$ cat src/rtl/core/aesc_pkg.sv
// Shared types and character constants for the expression syntax checker.
`timescale 1ns / 1ps

package aesc_pkg;

  localparam int unsigned INDEX_W = 16;

  localparam logic [7:0] CH_PLUS   = 8'h2B;
  localparam logic [7:0] CH_MINUS  = 8'h2D;
  localparam logic [7:0] CH_STAR   = 8'h2A;
  localparam logic [7:0] CH_SLASH  = 8'h2F;
  localparam logic [7:0] CH_OPEN   = 8'h28;
  localparam logic [7:0] CH_CLOSE  = 8'h29;
  localparam logic [7:0] CH_UNDER  = 8'h5F;

  typedef enum logic [1:0] {
    MODE_OPERAND = 2'd0,
    MODE_NUMBER  = 2'd1,
    MODE_IDENT   = 2'd2,
    MODE_AFTER   = 2'd3
  } aesc_mode_t;

  typedef enum logic [2:0] {
    ST_OK    = 3'd0,
    ST_END   = 3'd1,
    ST_TOKEN = 3'd2,
    ST_CLOSE = 3'd3,
    ST_TRAIL = 3'd4,
    ST_DEEP  = 3'd5
  } aesc_status_t;

  typedef struct packed {
    aesc_mode_t          mode;
    aesc_status_t        err;
    logic [INDEX_W-1:0]  err_index;
    logic [INDEX_W-1:0]  count;
  } aesc_ctrl_t;

  localparam aesc_ctrl_t CTRL_RESET = '{
    mode:      MODE_OPERAND,
    err:       ST_OK,
    err_index: '0,
    count:     '0
  };

endpackage

$ cat src/rtl/core/aesc_char_if.sv
// Request channel that carries one expression byte and its last marker.
`timescale 1ns / 1ps

interface aesc_char_if;
  logic       valid;
  logic       ready;
  logic [7:0] char_code;
  logic       last_char;

  modport source (output valid, output char_code, output last_char, input ready);
  modport sink   (input valid, input char_code, input last_char, output ready);
endinterface

$ cat src/rtl/core/aesc_verdict_if.sv
// Request channel that carries one checker result per input byte.
`timescale 1ns / 1ps

interface aesc_verdict_if;
  logic                           valid;
  logic                           ready;
  logic                           at_end;
  logic [2:0]                     status;
  logic [aesc_pkg::INDEX_W-1:0]   error_index;

  modport source (output valid, output at_end, output status, output error_index,
                  input ready);
  modport sink   (input valid, input at_end, input status, input error_index,
                  output ready);
endinterface

$ cat src/rtl/core/aesc_scan.sv
// Next-state logic of the checker for one byte: classification, scan and end check.
`timescale 1ns / 1ps

module aesc_scan #(
  parameter int unsigned                      MAX_DEPTH = 255,
  parameter int unsigned                      DEPTH_W   = 8,
  parameter logic [aesc_pkg::INDEX_W-1:0]     COUNT_CAP = 16'hFFFF
) (
  input  logic [7:0]                      char_code,
  input  logic                            last_char,
  input  aesc_pkg::aesc_ctrl_t            ctrl,
  input  logic [DEPTH_W-1:0]              depth,
  output aesc_pkg::aesc_ctrl_t            ctrl_next,
  output logic [DEPTH_W-1:0]              depth_next,
  output aesc_pkg::aesc_status_t          status,
  output logic [aesc_pkg::INDEX_W-1:0]    error_index
);

  localparam logic [DEPTH_W-1:0] DEPTH_LIMIT = DEPTH_W'(MAX_DEPTH);

  logic is_space;
  logic is_digit;
  logic is_alpha;
  logic is_id_start;
  logic is_id_more;
  logic is_sign;
  logic is_binop;

  aesc_pkg::aesc_mode_t         mode_s;
  aesc_pkg::aesc_status_t       err_s;
  logic [aesc_pkg::INDEX_W-1:0] idx_s;
  logic [aesc_pkg::INDEX_W-1:0] count_inc;
  logic [DEPTH_W-1:0]           depth_s;

  assign is_space    = (char_code == 8'd32) || (char_code >= 8'd9 && char_code <= 8'd13);
  assign is_digit    = (char_code >= 8'd48) && (char_code <= 8'd57);
  assign is_alpha    = (char_code >= 8'd65 && char_code <= 8'd90) ||
                       (char_code >= 8'd97 && char_code <= 8'd122);
  assign is_id_start = is_alpha || (char_code == aesc_pkg::CH_UNDER);
  assign is_id_more  = is_id_start || is_digit;
  assign is_sign     = (char_code == aesc_pkg::CH_PLUS) || (char_code == aesc_pkg::CH_MINUS);
  assign is_binop    = is_sign || (char_code == aesc_pkg::CH_STAR) ||
                       (char_code == aesc_pkg::CH_SLASH);

  assign count_inc = (ctrl.count < COUNT_CAP) ? ctrl.count + 1'b1 : ctrl.count;

  always_comb begin
    mode_s  = ctrl.mode;
    err_s   = ctrl.err;
    idx_s   = ctrl.err_index;
    depth_s = depth;

    if (ctrl.err == aesc_pkg::ST_OK) begin
      if (ctrl.mode == aesc_pkg::MODE_OPERAND) begin
        if (is_space || is_sign) begin
          mode_s = aesc_pkg::MODE_OPERAND;
        end else if (char_code == aesc_pkg::CH_OPEN) begin
          if (depth >= DEPTH_LIMIT) begin
            err_s = aesc_pkg::ST_DEEP;
            idx_s = ctrl.count;
          end else begin
            depth_s = depth + 1'b1;
          end
        end else if (is_digit) begin
          mode_s = aesc_pkg::MODE_NUMBER;
        end else if (is_id_start) begin
          mode_s = aesc_pkg::MODE_IDENT;
        end else begin
          err_s = aesc_pkg::ST_TOKEN;
          idx_s = ctrl.count;
        end
      end else if ((ctrl.mode == aesc_pkg::MODE_NUMBER && is_digit) ||
                   (ctrl.mode == aesc_pkg::MODE_IDENT && is_id_more)) begin
        mode_s = ctrl.mode;
      end else if (is_space) begin
        mode_s = aesc_pkg::MODE_AFTER;
      end else if (is_binop) begin
        mode_s = aesc_pkg::MODE_OPERAND;
      end else if (char_code == aesc_pkg::CH_CLOSE && depth != '0) begin
        depth_s = depth - 1'b1;
        mode_s  = aesc_pkg::MODE_AFTER;
      end else if (depth != '0) begin
        err_s = aesc_pkg::ST_CLOSE;
        idx_s = ctrl.count;
      end else begin
        err_s = aesc_pkg::ST_TRAIL;
        idx_s = ctrl.count;
      end
    end

    if (last_char && err_s == aesc_pkg::ST_OK) begin
      if (mode_s == aesc_pkg::MODE_OPERAND) begin
        err_s = aesc_pkg::ST_END;
        idx_s = count_inc;
      end else if (depth_s != '0) begin
        err_s = aesc_pkg::ST_CLOSE;
        idx_s = count_inc;
      end
    end
  end

  assign status      = err_s;
  assign error_index = idx_s;

  // The final byte returns everything to the reset state.
  always_comb begin
    if (last_char) begin
      ctrl_next  = aesc_pkg::CTRL_RESET;
      depth_next = '0;
    end else begin
      ctrl_next.mode      = mode_s;
      ctrl_next.err       = err_s;
      ctrl_next.err_index = idx_s;
      ctrl_next.count     = count_inc;
      depth_next          = depth_s;
    end
  end

endmodule

$ cat src/rtl/core/arithmetic_expression_syntax_check_core.sv
// Top level of the streaming arithmetic expression syntax checker.
`timescale 1ns / 1ps
// Each accepted byte passes through the input register, then the result register.
// Throughput: one byte per cycle unless verdicts stall; a single scan pass per byte.
// Every byte gives exactly one result; the byte marked last gives the final verdict.
// Reset (synchronous, active high) empties both registers and clears the scan state.
// The scan state also returns to its reset value after each final byte.

module arithmetic_expression_syntax_check_core #(
  parameter int unsigned      MAX_DEPTH  = 255,
  parameter longint unsigned  MAX_LENGTH = 65535
) (
  input  logic                  clk,
  input  logic                  rst,
  aesc_char_if.sink             chars,
  aesc_verdict_if.source        verdicts
);

  localparam int unsigned     DEPTH_W   = $clog2(MAX_DEPTH + 1);
  localparam longint unsigned CAP_WIDE  = (MAX_LENGTH < 64'd65535) ? MAX_LENGTH : 64'd65535;
  localparam logic [aesc_pkg::INDEX_W-1:0] COUNT_CAP = CAP_WIDE[aesc_pkg::INDEX_W-1:0];

  logic                              s1_valid;
  logic [7:0]                        s1_char;
  logic                              s1_last;
  logic                              advance;

  aesc_pkg::aesc_ctrl_t              ctrl;
  aesc_pkg::aesc_ctrl_t              ctrl_next;
  logic [DEPTH_W-1:0]                depth;
  logic [DEPTH_W-1:0]                depth_next;
  aesc_pkg::aesc_status_t            status_next;
  logic [aesc_pkg::INDEX_W-1:0]      index_next;

  logic                              out_valid;
  logic                              out_end;
  aesc_pkg::aesc_status_t            out_status;
  logic [aesc_pkg::INDEX_W-1:0]      out_index;

  assign advance     = s1_valid && (!out_valid || verdicts.ready);
  assign chars.ready = !s1_valid || advance;

  always_ff @(posedge clk) begin
    if (rst) begin
      s1_valid <= 1'b0;
    end else if (chars.ready) begin
      s1_valid <= chars.valid;
    end
  end

  always_ff @(posedge clk) begin
    if (chars.valid && chars.ready) begin
      s1_char <= chars.char_code;
      s1_last <= chars.last_char;
    end
  end

  aesc_scan #(
    .MAX_DEPTH (MAX_DEPTH),
    .DEPTH_W   (DEPTH_W),
    .COUNT_CAP (COUNT_CAP)
  ) u_scan (
    .char_code   (s1_char),
    .last_char   (s1_last),
    .ctrl        (ctrl),
    .depth       (depth),
    .ctrl_next   (ctrl_next),
    .depth_next  (depth_next),
    .status      (status_next),
    .error_index (index_next)
  );

  always_ff @(posedge clk) begin
    if (rst) begin
      ctrl  <= aesc_pkg::CTRL_RESET;
      depth <= '0;
    end else if (advance) begin
      ctrl  <= ctrl_next;
      depth <= depth_next;
    end
  end

  always_ff @(posedge clk) begin
    if (rst) begin
      out_valid <= 1'b0;
    end else if (!out_valid || verdicts.ready) begin
      out_valid <= s1_valid;
    end
  end

  always_ff @(posedge clk) begin
    if (advance) begin
      out_end    <= s1_last;
      out_status <= status_next;
      out_index  <= index_next;
    end
  end

  assign verdicts.valid       = out_valid;
  assign verdicts.at_end      = out_end;
  assign verdicts.status      = out_status;
  assign verdicts.error_index = out_index;

  // A final byte leaves the scan state at its reset value.
  assert property (@(posedge clk) disable iff (rst)
    advance && s1_last |=> (ctrl == aesc_pkg::CTRL_RESET) && (depth == '0))
    else $error("scan state not cleared after final byte");

  // The nesting depth never passes its limit.
  assert property (@(posedge clk) disable iff (rst)
    depth <= DEPTH_W'(MAX_DEPTH))
    else $error("nesting depth beyond limit");

  // Once an error is held, it stays until the final byte.
  assert property (@(posedge clk) disable iff (rst)
    advance && !s1_last && ctrl.err != aesc_pkg::ST_OK |=>
      ctrl.err == $past(ctrl.err) && ctrl.err_index == $past(ctrl.err_index))
    else $error("held error changed before final byte");

  // A result without an error carries a zero index.
  assert property (@(posedge clk) disable iff (rst)
    out_valid && out_status == aesc_pkg::ST_OK |-> out_index == '0)
    else $error("error index set without an error");

endmodule

$ cat src/flat_wrapper.sv
// flat-port wrapper written by rule: the top's interface ports become plain ports
module arithmetic_expression_syntax_check_core_flat 
#(
  parameter int unsigned      MAX_DEPTH  = 255,
  parameter longint unsigned  MAX_LENGTH = 65535
)
  (clk, rst, chars_valid, chars_char_code, chars_last_char, chars_ready, verdicts_valid, verdicts_at_end, verdicts_status, verdicts_error_index, verdicts_ready);
  aesc_char_if chars_i ();
  aesc_verdict_if verdicts_i ();
  input  logic clk;
  input  logic rst;
  input wire logic [$bits(chars_i.valid)-1:0] chars_valid;
  input wire logic [$bits(chars_i.char_code)-1:0] chars_char_code;
  input wire logic [$bits(chars_i.last_char)-1:0] chars_last_char;
  output wire logic [$bits(chars_i.ready)-1:0] chars_ready;
  output wire logic [$bits(verdicts_i.valid)-1:0] verdicts_valid;
  output wire logic [$bits(verdicts_i.at_end)-1:0] verdicts_at_end;
  output wire logic [$bits(verdicts_i.status)-1:0] verdicts_status;
  output wire logic [$bits(verdicts_i.error_index)-1:0] verdicts_error_index;
  input wire logic [$bits(verdicts_i.ready)-1:0] verdicts_ready;
  assign chars_i.valid = chars_valid;
  assign chars_i.char_code = chars_char_code;
  assign chars_i.last_char = chars_last_char;
  assign chars_ready = chars_i.ready;
  assign verdicts_valid = verdicts_i.valid;
  assign verdicts_at_end = verdicts_i.at_end;
  assign verdicts_status = verdicts_i.status;
  assign verdicts_error_index = verdicts_i.error_index;
  assign verdicts_i.ready = verdicts_ready;
  arithmetic_expression_syntax_check_core #(.MAX_DEPTH(MAX_DEPTH), .MAX_LENGTH(MAX_LENGTH)) u_core (.clk(clk), .rst(rst), .chars(chars_i), .verdicts(verdicts_i));
endmodule
$ cat config.mk
export PLATFORM = sky130hd
export DESIGN_NAME = arithmetic_expression_syntax_check_core_flat
export DESIGN_NICKNAME = d
export VERILOG_FILES = /design/src/rtl/core/aesc_pkg.sv /design/src/rtl/core/aesc_char_if.sv /design/src/rtl/core/aesc_verdict_if.sv /design/src/rtl/core/aesc_scan.sv /design/src/rtl/core/arithmetic_expression_syntax_check_core.sv /design/src/flat_wrapper.sv
export SDC_FILE = /design/constraint.sdc
export NUM_CORES = 1
export LEC_CHECK = 0
export BUFFER_PORTS_ARGS = -buffer_cell sky130_fd_sc_hd__buf_2
export CORE_ASPECT_RATIO = 0.75
export CORE_MARGIN = 10
export CORE_UTILIZATION = 60
export CTS_CLUSTER_SIZE = 40
export DETAILED_ROUTE_END_ITERATION = 10
export PLACE_DENSITY = 0.8
export SLEW_MARGIN = 10
export SYNTH_ARGS = -nofsm -noshare
export SYNTH_HDL_FRONTEND = slang
export SYNTH_SLANG_ARGS = --single-unit
export TNS_END_PERCENT = 10
$ cat constraint.sdc
create_clock -name clk -period 7.1 [get_ports clk]
set_input_delay 1.42 -clock clk [delete_from_list [all_inputs] [get_ports clk]]
set_output_delay 1.42 -clock clk [all_outputs]
set_load 0.005 [all_outputs]
## Word level (Yosys, flattened, before mapping)

Index checks and enable logic that the tools add are counted.

- Register bits after elaboration: 76
- Bits of input ports: 13
- Output and inout port bits: 22
- Word-level logic and storage cells: 115

- $add $sub $neg: 3
- Magnitude comparators: 10
- Equality and inequality tests: 10
- Multiplexer cells: 51
- Reduce and logical (&&, ||, !) cells: 29

Operators with widths:

| operator | number |
|---|---|
| 2-to-1 mux 16 bit | 15 |
| 2-to-1 mux 8 bit | 10 |
| equality test 8 x 6 -> 1 bit, second input constant | 7 |
| 2-to-1 mux 3 bit | 15 |
| 2-to-1 mux 37 bit | 1 |
| 2-to-1 mux 2 bit | 10 |
| adder 16 x 1 -> 16 bit, second input constant | 1 |
| greater-or-equal comparator 8 x 7 -> 1 bit, second input constant | 2 |
| less-or-equal comparator 8 x 7 -> 1 bit, second input constant | 2 |
| < comparator 16 bit, second input constant | 1 |
| nonzero test 8 bit | 2 |
| logical OR 1 bit | 11 |
| logical AND 1 bit | 10 |
| adder 8 x 1 -> 8 bit, second input constant | 1 |
| equality test 8 x 7 -> 1 bit, second input constant | 1 |
| greater-or-equal comparator 8 x 4 -> 1 bit, second input constant | 1 |
| greater-or-equal comparator 8 x 6 -> 1 bit, second input constant | 1 |
| greater-or-equal comparator 8 bit, second input constant | 1 |
| less-or-equal comparator 8 x 4 -> 1 bit, second input constant | 1 |
| less-or-equal comparator 8 x 6 -> 1 bit, second input constant | 1 |
| subtractor 8 x 1 -> 8 bit, second input constant | 1 |
| zero test 3 bit | 2 |
| zero test 2 bit | 2 |
| equality test 2 x 1 -> 1 bit, second input constant | 1 |
| 2 further kinds | 3 |

## Longest topological paths before layout

Gate-level depths: netlist of the first run.

- Word-level depth: 15
- Mapped depth: 14
- Gate-level depth less buffers: 11

## Hierarchy

A second synthesis of the first run with hierarchy kept.

- Cell total of the unflattened synthesis: 594
- Area, all modules: 5,323.9 um^2

By module, submodules not included:

| module | times used | cells each | area an instance (um^2) |
|---|---|---|---|
| arithmetic_expression_syntax_check_core | 1 | 234 | 3,016.6 |
| aesc_scan | 1 | 360 | 2,307.2 |

## Least setup slack after synthesis of the first run

No wires, ideal clock.

- Kind: input port to flip-flop
- From: input port verdicts_ready
- To: register u_core.depth[0]
- Setup time: 0.128 ns
- Data arrival time: 3.069 ns
- Path slack: 3.904 ns
- Cell stages on the path: 8
- Buffers on the path: 2
- Path through: nor2b_1 > nand2b_1 > clkbuf_1 > clkinv_1 > clkbuf_1 > o21ai_0 > a21oi_1 > nor2_1

- Longest elaborated chain between the ends: 2

RTL lines:

| what | RTL line | source |
|---|---|---|
| start: declaration | flat_wrapper.sv:20 | `input wire logic [$bits(verdicts_i.ready)-1:0] verdicts_ready;` |
| logical OR 1 bit | arithmetic_expression_syntax_check_core.sv:40 | `assign advance = s1_valid && (!out_valid \|\| verdicts.ready);` |
| logical AND 1 bit | arithmetic_expression_syntax_check_core.sv:40 |  |
| net u_core.advance | arithmetic_expression_syntax_check_core.sv:26 | `logic advance;` |
| end signal: assignment | arithmetic_expression_syntax_check_core.sv:79 | `depth <= depth_next;` |
| end: declaration | arithmetic_expression_syntax_check_core.sv:30 | `logic [DEPTH_W-1:0] depth;` |

The timed path passes the listed nets, and every way through them passes these cells.
A chain may end at the register's enable or synchronous reset.

## Final worst setup path of the first run

- From: register u_core.s1_char[4]
- To: register u_core.out_index, in the netlist u_core.verdicts.error_index[1], data pin

- Longest elaborated chain between the ends: 14

RTL lines:

| what | RTL line | source |
|---|---|---|
| start: declaration | arithmetic_expression_syntax_check_core.sv:24 | `logic [7:0] s1_char;` |
| start signal: assignment | arithmetic_expression_syntax_check_core.sv:53 | `s1_char <= chars.char_code;` |
| greater-or-equal comparator 8 x 7 -> 1 bit, or another cell as far along | aesc_scan.sv:37 | `assign is_alpha = (char_code >= 8'd65 && char_code <= 8'd90) \|\|` |
| logical AND 1 bit, on equally long branches | aesc_scan.sv:37, aesc_scan.sv:38 |  |
| logical OR 1 bit | aesc_scan.sv:37 |  |
| logical OR 1 bit | aesc_scan.sv:39 | `assign is_id_start = is_alpha \|\| (char_code == aesc_pkg::CH_UNDER);` |
| logical OR 1 bit | aesc_scan.sv:40 | `assign is_id_more = is_id_start \|\| is_digit;` |
| logical AND 1 bit | aesc_scan.sv:73 | `(ctrl.mode == aesc_pkg::MODE_IDENT && is_id_more)) begin` |
| logical OR 1 bit | aesc_scan.sv:72 | `end else if ((ctrl.mode == aesc_pkg::MODE_NUMBER && is_digit) \|\|` |
| 2-to-1 mux 8 bit | aesc_scan.sv:72 |  |
| 2-to-1 mux 8 bit | aesc_scan.sv:54 | `if (ctrl.mode == aesc_pkg::MODE_OPERAND) begin` |
| 2-to-1 mux 8 bit | aesc_scan.sv:53 | `if (ctrl.err == aesc_pkg::ST_OK) begin` |
| nonzero test 8 bit | aesc_scan.sv:95 | `end else if (depth_s != '0) begin` |
| 2-to-1 mux 16 bit | aesc_scan.sv:95 |  |
| 2-to-1 mux 16 bit | aesc_scan.sv:92 | `if (mode_s == aesc_pkg::MODE_OPERAND) begin` |
| 2-to-1 mux 16 bit (*) | aesc_scan.sv:91 | `if (last_char && err_s == aesc_pkg::ST_OK) begin` |
| net u_core.index_next, one bit | arithmetic_expression_syntax_check_core.sv:33 | `logic [aesc_pkg::INDEX_W-1:0] index_next;` |
| end signal: assignment | arithmetic_expression_syntax_check_core.sv:95 | `out_index <= index_next;` |
| end: declaration | arithmetic_expression_syntax_check_core.sv:38 | `logic [aesc_pkg::INDEX_W-1:0] out_index;` |

Mark *: on every way through the listed nets, which the timed path passes. The rest lies on a longest branch.

==> results of run 1 <==
[power by group]
part,switching (mW),leakage [nW],internal [mW]
clock,0.166,0.129,0.256
combinational,0.0736,0.938,0.0465
sequential,0.00999,0.656,0.469
total,0.250,1.72,0.772
[placed cells by master (no fill, tap or decap), types with 3 or more instances in the layout]
| cell type | instances |
|---|---|
| clkbuf_8 | 9 |
| or2_2 | 6 |
| nor2_1 | 61 |
| nor4_1 | 3 |
| ha_1 | 3 |
| o21a_1 | 4 |
| nand3_1 | 19 |
| a2bb2oi_1 | 10 |
| and3_1 | 10 |
| mux2i_1 | 11 |
| buf_2 | 34 |
| xor2_1 | 3 |
| o31ai_1 | 4 |
| edfxtp_1 | 29 |
| a21o_1 | 4 |
| and2_1 | 5 |
| o221a_2 | 4 |
| nand4b_1 | 4 |
| a22oi_1 | 7 |
| nor2b_1 | 4 |
| o2111ai_1 | 3 |
| inv_1 | 11 |
| nand2b_1 | 4 |
| a211o_1 | 5 |
| nor3_1 | 18 |
| a21oi_1 | 27 |
| nand2_1 | 32 |
| o21ai_0 | 31 |
| o211ai_1 | 5 |
| buf_4 | 4 |
| a31oi_1 | 7 |
| or3_1 | 8 |
| nand4_1 | 12 |
| a22o_1 | 11 |
| dfxtp_1 | 47 |
| o221ai_1 | 3 |
| bufinv_16 | 3 |
| or4_1 | 3 |
[metal layers]
| metal | routed length [um] | up-vias | global-route usage, % | part of all wire, % |
|---|---|---|---|---|
| met5 | 0 | - | 0 | 0 |
| met4 | 212 | 0 | 7.10 | 1.8 |
| met3 | 1080 | 27 | 5.47 | 9.3 |
| met2 | 4990 | 208 | 30.8 | 43 |
| met1 | 5300 | 1913 | 28.8 | 46 |
| li1 | - | 1903 | - | - |
[metrics by stage]
stage          utilization (%)  worst slack (ns)  power [mW]
3_3_place_gp              65.4              2.78       0.604
6_report                  69.1              2.56        1.02
4_1_cts                   69.1              2.59        1.02
5_1_grt                   69.1              2.13        1.05
2_1_floorplan                -              3.90       0.572
3_5_place_dp              65.4              2.61       0.606
[final timing paths]
kind | start | endpoint | slack (ns) | cells past startpoint
setup reg to reg | u_core.s1_char[4] | u_core.verdicts.error_index[1] | 2.56 | 9
hold reg to reg | u_core.ctrl[23] | u_core.ctrl[23] | 0.48 | 1
setup / recovery | u_core.s1_char[4] | u_core.verdicts.error_index[1] | 2.56 | 9
hold / removal | u_core.ctrl[23] | u_core.ctrl[23] | 0.48 | 1
[sequential cells by signal (all words and copies together) (netlist names)]
signal and cells:
u_core.s1_valid 1, u_core.verdicts.error_index 16, u_core.s1_last 1, u_core.s1_char 8, u_core.ctrl 37, u_core.verdicts.status 3
u_core.depth 8, u_core.verdicts.at_end 1, u_core.verdicts.valid 1
[logic make-up (layout without fill, tap and decap cells)]
group | Yosys count | after routing | synth area share [%]
and+or+nand+nor | 205 | 205 | 25.2
AOI/OAI and AO/OA | 147 | 147 | 24.4
DFF | 76 | 76 | 41.4
buffers and inverters | 46 | 66 | 4.32
muxes | 12 | 12 | 2.78
xor gates and xnor gates | 5 | 5 | 1.00
adders and majority gates | 3 | 3 | 0.858
[final cells by class]
cell class	instances	area (um2)	area share, %
Clock buffer	11	153	3.17
Clock inverter	5	108	2.24
Inverter	12	45.0	0.936
Multi-Input combinational cell	372	2370	49.3
Sequential cell	76	1810	37.6
Tap cell	98	123	2.55
Timing Repair Buffer	38	200	4.16
==> impl_metrics.env, run 1 <==
export IMPL_mappedNetlistArea_um2=4370
export IMPL_fin_setup_tns_ns=0
export IMPL_fin_area_um2=4810
export IMPL_drtAntennaViolNets=0
export IMPL_core_area_um2=6960
export IMPL_cpMaxStageDelayCell="o21ai_2"
export IMPL_row_count=26
export IMPL_die_y_um=93.9
export IMPL_route_detailed_drc=0
export IMPL_crit_arrival_ns=4.65
export IMPL_cts_resized=0
export IMPL_gp_congestion=0.935
export IMPL_tightest_slew_ns=0.933
export IMPL_hold_buffers=0
export IMPL_critPathMostFrequentCell="nand4b_1"
export IMPL_drv_cap=0
export IMPL_final_cells=612
export IMPL_dieArea_um2=11100
export IMPL_ys_async_sr_fraction_pct=0
export IMPL_yosysUniqueCellTypes=70
export IMPL_viasPerCell=6.62
export IMPL_crit_buf_inv=0
export IMPL_ys_flop_type="dfxtp_1"
export IMPL_hold_class="reg -> reg"
export IMPL_slew_viol_final=0
export IMPL_max_stage_delay_ns=0.80
export IMPL_area_growth_pct=10.0
export IMPL_diodes=0
export IMPL_h_tree_depth=3
export IMPL_synth_top_cell_area_share_pct=21.5
export IMPL_syn_avg_cell_area_um2=8.85
export IMPL_grt_pass1_vias=3769
export IMPL_drive_gt1_share_pct=16.0
export IMPL_cts_root_buf="clkbuf_8"
export IMPL_final_nets=525
export IMPL_ir_drop_mv=0.129
export IMPL_cp_max_fo=20
export IMPL_yosys_register_bits=76
export IMPL_cp_required_ns=7.21
export IMPL_num_vias=4051
export IMPL_finalCriticalPeriod_ns=4.54
export IMPL_postSynthCellCount=494
export IMPL_crit_path_end_kind="register"
export IMPL_p_leak_nw=1.72
export IMPL_setup_viol_count_final=0
export IMPL_die_width_um=119
export IMPL_critPathTopFamily="simple AND/OR/NAND/NOR gates"
export IMPL_wl_per_cell_um=18.9
export IMPL_synth_nets=510
export IMPL_hold_violations=0
export IMPL_crit_chain="nor4b_4 > nand4b_1 > nor3_1 > o21a_1 > mux2i_1 > nand4b_1 > o21ai_2 > nand2_1 > o221a_2"
export IMPL_relSlewSlack_pct=37.6
export IMPL_dp_hpwl_mm=7.78
export IMPL_post_cts_buffers=0
export IMPL_antenna_found_initial=0
export IMPL_fin_skew_ns=0.00802
export IMPL_period_share_pct=63.9
export IMPL_clk_path_buf_depth=2
export IMPL_grt_setup_unrepaired="no"
export IMPL_dr_pass1_iters=6
export IMPL_initial_core_util_pct=62.8
export IMPL_synth_common_cells="61 x nor2_1, 47 x dfxtp_1, 32 x nand2_1"
export IMPL_yosys_warnings=0
export IMPL_crit_path_start_kind="register"
export IMPL_wirelength_mm=11.6
export IMPL_placed_cell_area_um2=4550
export IMPL_outcome="complete, no violations"
export IMPL_cts_tree="yes"
export IMPL_cellPowerDensity_nw_per_um2=212
export IMPL_path_clk_slew_ns=0.08
export IMPL_ios=35
export IMPL_track_usage_pct=20.8
export IMPL_synth_edff_count=29
export IMPL_grt_ovfl_total=0
export IMPL_grt_max_degree=39
export IMPL_clk_latency_ns=0.36
export IMPL_cts_sinks=76
export IMPL_seq_area_frac_synth_pct=41.4
export IMPL_grt_pass1_wl_mm=19.2
export IMPL_whs_ns=0.483
export IMPL_initialDrtViolationCount=542
export IMPL_synth_area_leaders="dfxtp_1 22%, edfxtp_1 20%, nor2_1 5.2%"
export IMPL_dp_cells=596
export IMPL_critical_path_class="reg -> reg"
export IMPL_yosysMostFrequentCell="nor2_1"
export IMPL_final_fill_count=603
export IMPL_fmax_ghz=0.220
export IMPL_numCtsBuffers=9
export IMPL_numPortBuffers=34
export IMPL_synth_top_cell_by_area="dfxtp_1"
Note: power is estimated with default switching activity, not from simulation.
==> run 2: changes to the inputs <==
--- a/config.mk
+++ b/config.mk
@@ -5,13 +5,14 @@
 export SDC_FILE = /design/constraint.sdc
 export NUM_CORES = 1
 export LEC_CHECK = 0
+export ABC_AREA = 1
 export BUFFER_PORTS_ARGS = -buffer_cell sky130_fd_sc_hd__buf_2
 export CORE_ASPECT_RATIO = 0.75
 export CORE_MARGIN = 10
 export CORE_UTILIZATION = 60
 export CTS_CLUSTER_SIZE = 40
 export DETAILED_ROUTE_END_ITERATION = 10
-export PLACE_DENSITY = 0.8
+export PLACE_DENSITY = 0.79
 export SLEW_MARGIN = 10
 export SYNTH_ARGS = -nofsm -noshare
 export SYNTH_HDL_FRONTEND = slang
==> constraint.sdc (replaced) <==
create_clock -name clk -period 4.3 [get_ports clk]
set_input_delay 0.86 -clock clk [delete_from_list [all_inputs] [get_ports clk]]
set_output_delay 0.86 -clock clk [all_outputs]
set_load 0.005 [all_outputs]
==> impl_metrics.env, run 2 <==
export IMPL_outcome="complete, no violations"
export IMPL_yosys_area_share_adder_pct=0.725
export IMPL_synth_common_cells="241 x nand2_1, 109 x nand3_1, 80 x inv_1"
export IMPL_grt_use_met3_pct=5.21
export IMPL_row_count=29
export IMPL_setup_viol_count_final=0
export IMPL_syn_avg_cell_area_um2=6.62
export IMPL_cts_resized=0
export IMPL_route_detailed_drc=0
export IMPL_postSynthCellCount=782
export IMPL_yosys_warnings=0
export IMPL_clkPwrFrac_pct=44.7
export IMPL_ys_async_sr_fraction_pct=0
export IMPL_viasPerCell=5.66
export IMPL_largest_reg_flops=37
export IMPL_seq_area_frac_synth_pct=35.0
export IMPL_num_vias=5160
export IMPL_synth_top_cell_area_share_pct=18.2
export IMPL_crit_arrival_ns=3.27
export IMPL_synth_compound_area_share_pct=11.4
export IMPL_dieArea_um2=12800
export IMPL_synth_edff_count=29
export IMPL_met2_usage_pct=34.2
export IMPL_power_frac_comb_pct=13.8
export IMPL_crit_chain="inv_1 > nand3_1 > inv_1 > buf_4 > o21a_1 > nand4_1 > nand2_1 > nand2_1 > nor2_4 > nand3_4 > nand2_4 > nand2_1 > and2_1"
export IMPL_die_width_um=127
export IMPL_power_switching_uw=493
export IMPL_synthSimpleGateAreaFrac_pct=41.6
export IMPL_critPathMostFrequentCell="nand2_1"
export IMPL_die_y_um=100
export IMPL_fmax_ghz=0.315
export IMPL_dp_hpwl_mm=9.29
export IMPL_slew_viol_final=0
export IMPL_initialDrtViolationCount=607
export IMPL_fin_skew_ns=0.00640
export IMPL_path_clk_slew_ns=0.06
export IMPL_area_growth_pct=10.1
export IMPL_top_register="u_core.ctrl"
export IMPL_power_frac_seq_pct=41.5
export IMPL_synth_top_family_by_area="simple AND/OR/NAND/NOR gates"
export IMPL_clk_latency_ns=0.34
export IMPL_grt_pass1_wl_mm=23.4
export IMPL_ys_flop_type="dfxtp_1"
export IMPL_cts_tree="yes"
export IMPL_clk_path_buf_depth=2
export IMPL_numCtsBuffers=9
export IMPL_synth_xor_area_share_pct=1.86
export IMPL_final_nets=815
export IMPL_numPortBuffers=34
export IMPL_grt_ovfl_total=0
export IMPL_fin_setup_tns_ns=0
export IMPL_dr_pass1_iters=6
export IMPL_wl_per_cell_um=15.3
export IMPL_hold_class="reg -> reg"
export IMPL_cellPowerDensity_nw_per_um2=338
export IMPL_track_usage_pct=22.0
export IMPL_pre_cts_ws_ns=1.18
export IMPL_drtAntennaViolNets=0
export IMPL_drv_cap=0
export IMPL_worst_slack_ns=1.12
export IMPL_ios=35
export IMPL_final_cell_mix="241 x nand2_1, 109 x nand3_1, 80 x inv_1, 63 x a21oi_1, 49 x nor2_1"
export IMPL_p_sw_share_pct=25.5
export IMPL_p_total_mw=1.93
export IMPL_mappedNetlistArea_um2=5180
export IMPL_synth_top_cell_by_area="dfxtp_1"
export IMPL_p_int_mw=1.44
export IMPL_diodes=0
export IMPL_grt_setup_unrepaired="no"
export IMPL_yosysMostFrequentCell="nand2_1"
export IMPL_yosys_register_bits=76
export IMPL_drive_gt1_share_pct=12.3
export IMPL_final_fill_count=741
export IMPL_wirelength_mm=14.0
export IMPL_cts_sinks=76
export IMPL_cp_required_ns=4.39
export IMPL_post_cts_buffers=0
export IMPL_core_area_um2=8420
export IMPL_layout_commonest_cell="nand2_1"
export IMPL_hold_buffers=0
export IMPL_yosysUniqueCellTypes=37
export IMPL_grt_pass1_vias=4890
export IMPL_h_tree_depth=3
export IMPL_crit_path_start_kind="register"
export IMPL_synth_mux_area_share_pct=0
export IMPL_critical_path_class="reg -> reg"
export IMPL_hold_violations=0
export IMPL_cp_max_fo=17
export IMPL_tightest_slew_ns=0.947
export IMPL_max_stage_delay_ns=0.50
export IMPL_period_share_pct=73.9
export IMPL_finalCriticalPeriod_ns=3.18
export IMPL_synth_nets=798
export IMPL_synth_area_leaders="dfxtp_1 18%, nand2_1 17%, edfxtp_1 17%"
export IMPL_cts_root_buf="clkbuf_16"
export IMPL_use_met1_pct=29.6
export IMPL_initial_core_util_pct=61.5
export IMPL_p_leak_nw=2.47
export IMPL_gp_congestion=0.884
export IMPL_crit_path_end_kind="register"
export IMPL_ir_drop_mv=0.443
export IMPL_grt_max_degree=48
export IMPL_antenna_found_initial=0
export IMPL_relSlewSlack_pct=36.9
export IMPL_cpMaxStageDelayCell="nand3_1"
export IMPL_gr_max_usage_layer="met2"
-- run 2: worst max-delay path, delay by kind of cell (launching register included) --
family	cells	cell delay, ns
simple gates	9	1.87
buf+inv	3	0.58
flops	1	0.33
compound gates	1	0.16
-- run 2: power groups by stage --
stage	clock network (mW)	registers [mW]	logic, mW
floorplan	0	0.814	0.197
global placement	0	0.815	0.256
detailed placement	0	0.815	0.265
CTS	0.870	0.801	0.266
global route	0.892	0.804	0.299
finish	0.862	0.801	0.266
-- run 2: final timing paths --
kind / from / to / slack, ns / cells past startpoint
worst max-delay path: u_core.ctrl[32] / u_core.verdicts.error_index[5] / 1.12 / 13
worst min-delay path: u_core.ctrl[27] / u_core.ctrl[27] / 0.48 / 2
worst max register to register: u_core.ctrl[32] / u_core.verdicts.error_index[5] / 1.12 / 13
worst min register to register: u_core.ctrl[27] / u_core.ctrl[27] / 0.48 / 2
-- run 2: routing by layer --
metal  vias to the layer above  routed length, um
li1                       2575                  -
met1                      2336               6380
met2                       229               6260
met3                        20               1180
met4                         0                168
met5                         -                  0
-- run 2: per-stage QoR --
step	hold slack, ns	std cells	util [%]	instance area [um2]
final	0.478	912	67.7	5700
after global routing	0.499	912	67.7	5700
after CTS	0.473	912	67.7	5700
after detailed placement	0.464	896	63.8	5370
after global placement	0.452	896	63.8	5370
after floorplan	0.445	782	-	5180
-- run 2: cell type report --
class	instances	area (um2)	area share, %
Timing Repair Buffer	41	223	3.91
Tap cell	108	135	2.37
Multi-Input combinational cell	585	2880	50.5
Inverter	86	323	5.66
Sequential cell	76	1810	31.8
Clock inverter	6	103	1.80
Clock buffer	10	229	4.02
-- run 2: logic make-up (layout without fill, tap and decap cells) --
logic type / after synthesis / count (layout)
xor+xnor: 11 / 11
flops: 76 / 76
fa+ha+maj: 3 / 3
buf+inv: 121 / 143
simple gates: 468 / 468
compound gates: 103 / 103
==> run 3: changes to the inputs <==
--- a/config.mk
+++ b/config.mk
@@ -5,14 +5,14 @@
 export SDC_FILE = /design/constraint.sdc
 export NUM_CORES = 1
 export LEC_CHECK = 0
-export ABC_AREA = 1
+export ABC_AREA = 0
 export BUFFER_PORTS_ARGS = -buffer_cell sky130_fd_sc_hd__buf_2
 export CORE_ASPECT_RATIO = 0.75
 export CORE_MARGIN = 10
 export CORE_UTILIZATION = 60
 export CTS_CLUSTER_SIZE = 40
 export DETAILED_ROUTE_END_ITERATION = 10
-export PLACE_DENSITY = 0.79
+export PLACE_DENSITY = 0.8
 export SLEW_MARGIN = 10
 export SYNTH_ARGS = -nofsm -noshare
 export SYNTH_HDL_FRONTEND = slang
==> constraint.sdc (replaced) <==
create_clock -name clk -period 3.3 [get_ports clk]
set_input_delay 0.66 -clock clk [delete_from_list [all_inputs] [get_ports clk]]
set_output_delay 0.66 -clock clk [all_outputs]
set_load 0.005 [all_outputs]
==> impl_metrics.env, run 3 (synthesized netlist as in run 1, its figures left out) <==
export IMPL_dp_hpwl_mm=9.19
export IMPL_final_cells=663
export IMPL_route_met2_wl_mm=5.62
export IMPL_grt_setup_unrepaired="yes"
export IMPL_drv_cap=0
export IMPL_final_fill_count=539
export IMPL_crit_path_start_kind="register"
export IMPL_grt_pass1_vias=3869
export IMPL_crit_arrival_ns=3.42
export IMPL_cellPowerDensity_nw_per_um2=394
export IMPL_critical_path_class="reg -> reg"
export IMPL_clk_latency_ns=0.36
export IMPL_multiInputGateArea_um2=2430
export IMPL_die_y_um=93.9
export IMPL_final_cell_mix="61 x nor2_1, 53 x buf_4, 47 x dfxtp_1, 34 x buf_2"
export IMPL_placed_cell_area_um2=4850
export IMPL_initialDrtViolationCount=525
export IMPL_cts_sinks=76
export IMPL_top_register="u_core.ctrl"
export IMPL_cts_tree="yes"
export IMPL_fin_util_pct=74.7
export IMPL_drive_gt1_share_pct=24.6
export IMPL_cp_max_fo=5
export IMPL_fin_area_um2=5200
export IMPL_fin_skew_ns=0.00887
export IMPL_p_total_mw=2.05
export IMPL_num_vias=4395
export IMPL_met1_length_mm=5.90
export IMPL_area_growth_pct=18.9
export IMPL_dieArea_um2=11100
export IMPL_row_count=26
export IMPL_whs_ns=0.468
export IMPL_wirelength_mm=13.2
export IMPL_path_clk_slew_ns=0.08
export IMPL_outcome="finished, violations left"
export IMPL_pre_cts_ws_ns=-0.0315
export IMPL_numCtsBuffers=9
export IMPL_drtAntennaViolNets=0
export IMPL_relSlewSlack_pct=41.5
export IMPL_ios=35
export IMPL_fin_setup_tns_ns=-0.00354
export IMPL_fmax_ghz=0.303
export IMPL_setup_viol_count_final=1
export IMPL_worst_slack_ns=-0.00354
export IMPL_initial_core_util_pct=62.8
export IMPL_failed_checks="setup timing"
export IMPL_slew_viol_final=0
export IMPL_crit_path_end_kind="register"
export IMPL_core_area_um2=6960
export IMPL_largest_reg_flops=37
export IMPL_cp_required_ns=3.41
export IMPL_clk_path_buf_depth=2
export IMPL_hold_violations=0
export IMPL_ir_drop_mv=0.339
export IMPL_period_share_pct=100
export IMPL_regArea_um2=1810
export IMPL_layout_commonest_cell="nor2_1"
export IMPL_hold_class="in -> reg"
export IMPL_cts_root_buf="clkbuf_8"
export IMPL_tightest_slew_ns=0.877
export IMPL_gp_congestion=0.956
export IMPL_die_width_um=119
export IMPL_finalCriticalPeriod_ns=3.30
export IMPL_p_leak_nw=1.96
export IMPL_track_usage_pct=22.2
export IMPL_numPortBuffers=34
export IMPL_hold_buffers=0
export IMPL_grt_max_degree=33
export IMPL_grt_ovfl_total=0
export IMPL_h_tree_depth=3
export IMPL_dp_cells=634
export IMPL_highest_signal_layer="met4"
export IMPL_grt_pass1_wl_mm=20.1
export IMPL_diodes=0
export IMPL_dr_pass1_iters=7
export IMPL_antenna_found_initial=0
export IMPL_viasPerCell=6.63
export IMPL_final_nets=576
export IMPL_wl_per_cell_um=19.9
export IMPL_dr_wl_met3_mm=1.46
export IMPL_route_detailed_drc=0
## run 3: repair_timing
action | in CTS | in global routing
endpoints found under the setup margin | 3 | 25
gates cloned | 0 | 0
buffers inserted | 0 | 13
gates resized for setup | 1 | 11
pin swaps | 0 | 12
## run 3: worst max-delay path: stages, from the launching register on
cell and delay [ns]:
edfxtp_1 0.50, or4_4 0.58, a21oi_4 0.17, nor4b_4 0.09, a2111oi_2 0.42, nand2_1 0.16, a221oi_4 0.37, o21ai_2 0.14
buf_4 0.16, or3_1 0.34, o221a_2 0.14
## run 3: metal layers
layer	global-route usage, %	vias up
li1	-	1998
met1	30.9	2095
met2	31.5	272
met3	7.39	30
met4	7.61	0
met5	0	-
## run 3: area by class of cell
type | instances | share of cell area [%]
clock inverters | 5 | 0.674
flip-flops and latches | 76 | 34.8
multi-input cells | 372 | 46.8
repair buffers | 89 | 11.5
well taps | 98 | 2.36
inverters | 12 | 0.866
clock buffers | 11 | 2.93
## run 3: path summary, 6_finish.rpt
path / start / to / slack, ns / depth (start not counted)
worst max-delay path: u_core.s1_char[4] / u_core.verdicts.error_index[1] / -0.004 / 10
worst max register to register: u_core.s1_char[4] / u_core.verdicts.error_index[1] / -0.004 / 10
worst min register to register: u_core.ctrl[29] / u_core.ctrl[29] / 0.47 / 1
worst min-delay path: chars_char_code[2] / u_core.s1_char[2] / 0.47 / 1
## run 3: report_power, final
part | switching, mW | total, mW | internal, mW
Combinational | 0.184 | 0.326 | 0.142
Sequential | 0.0230 | 1.03 | 1.01
Clock | 0.372 | 0.691 | 0.319
Total | 0.579 | 2.05 | 1.47
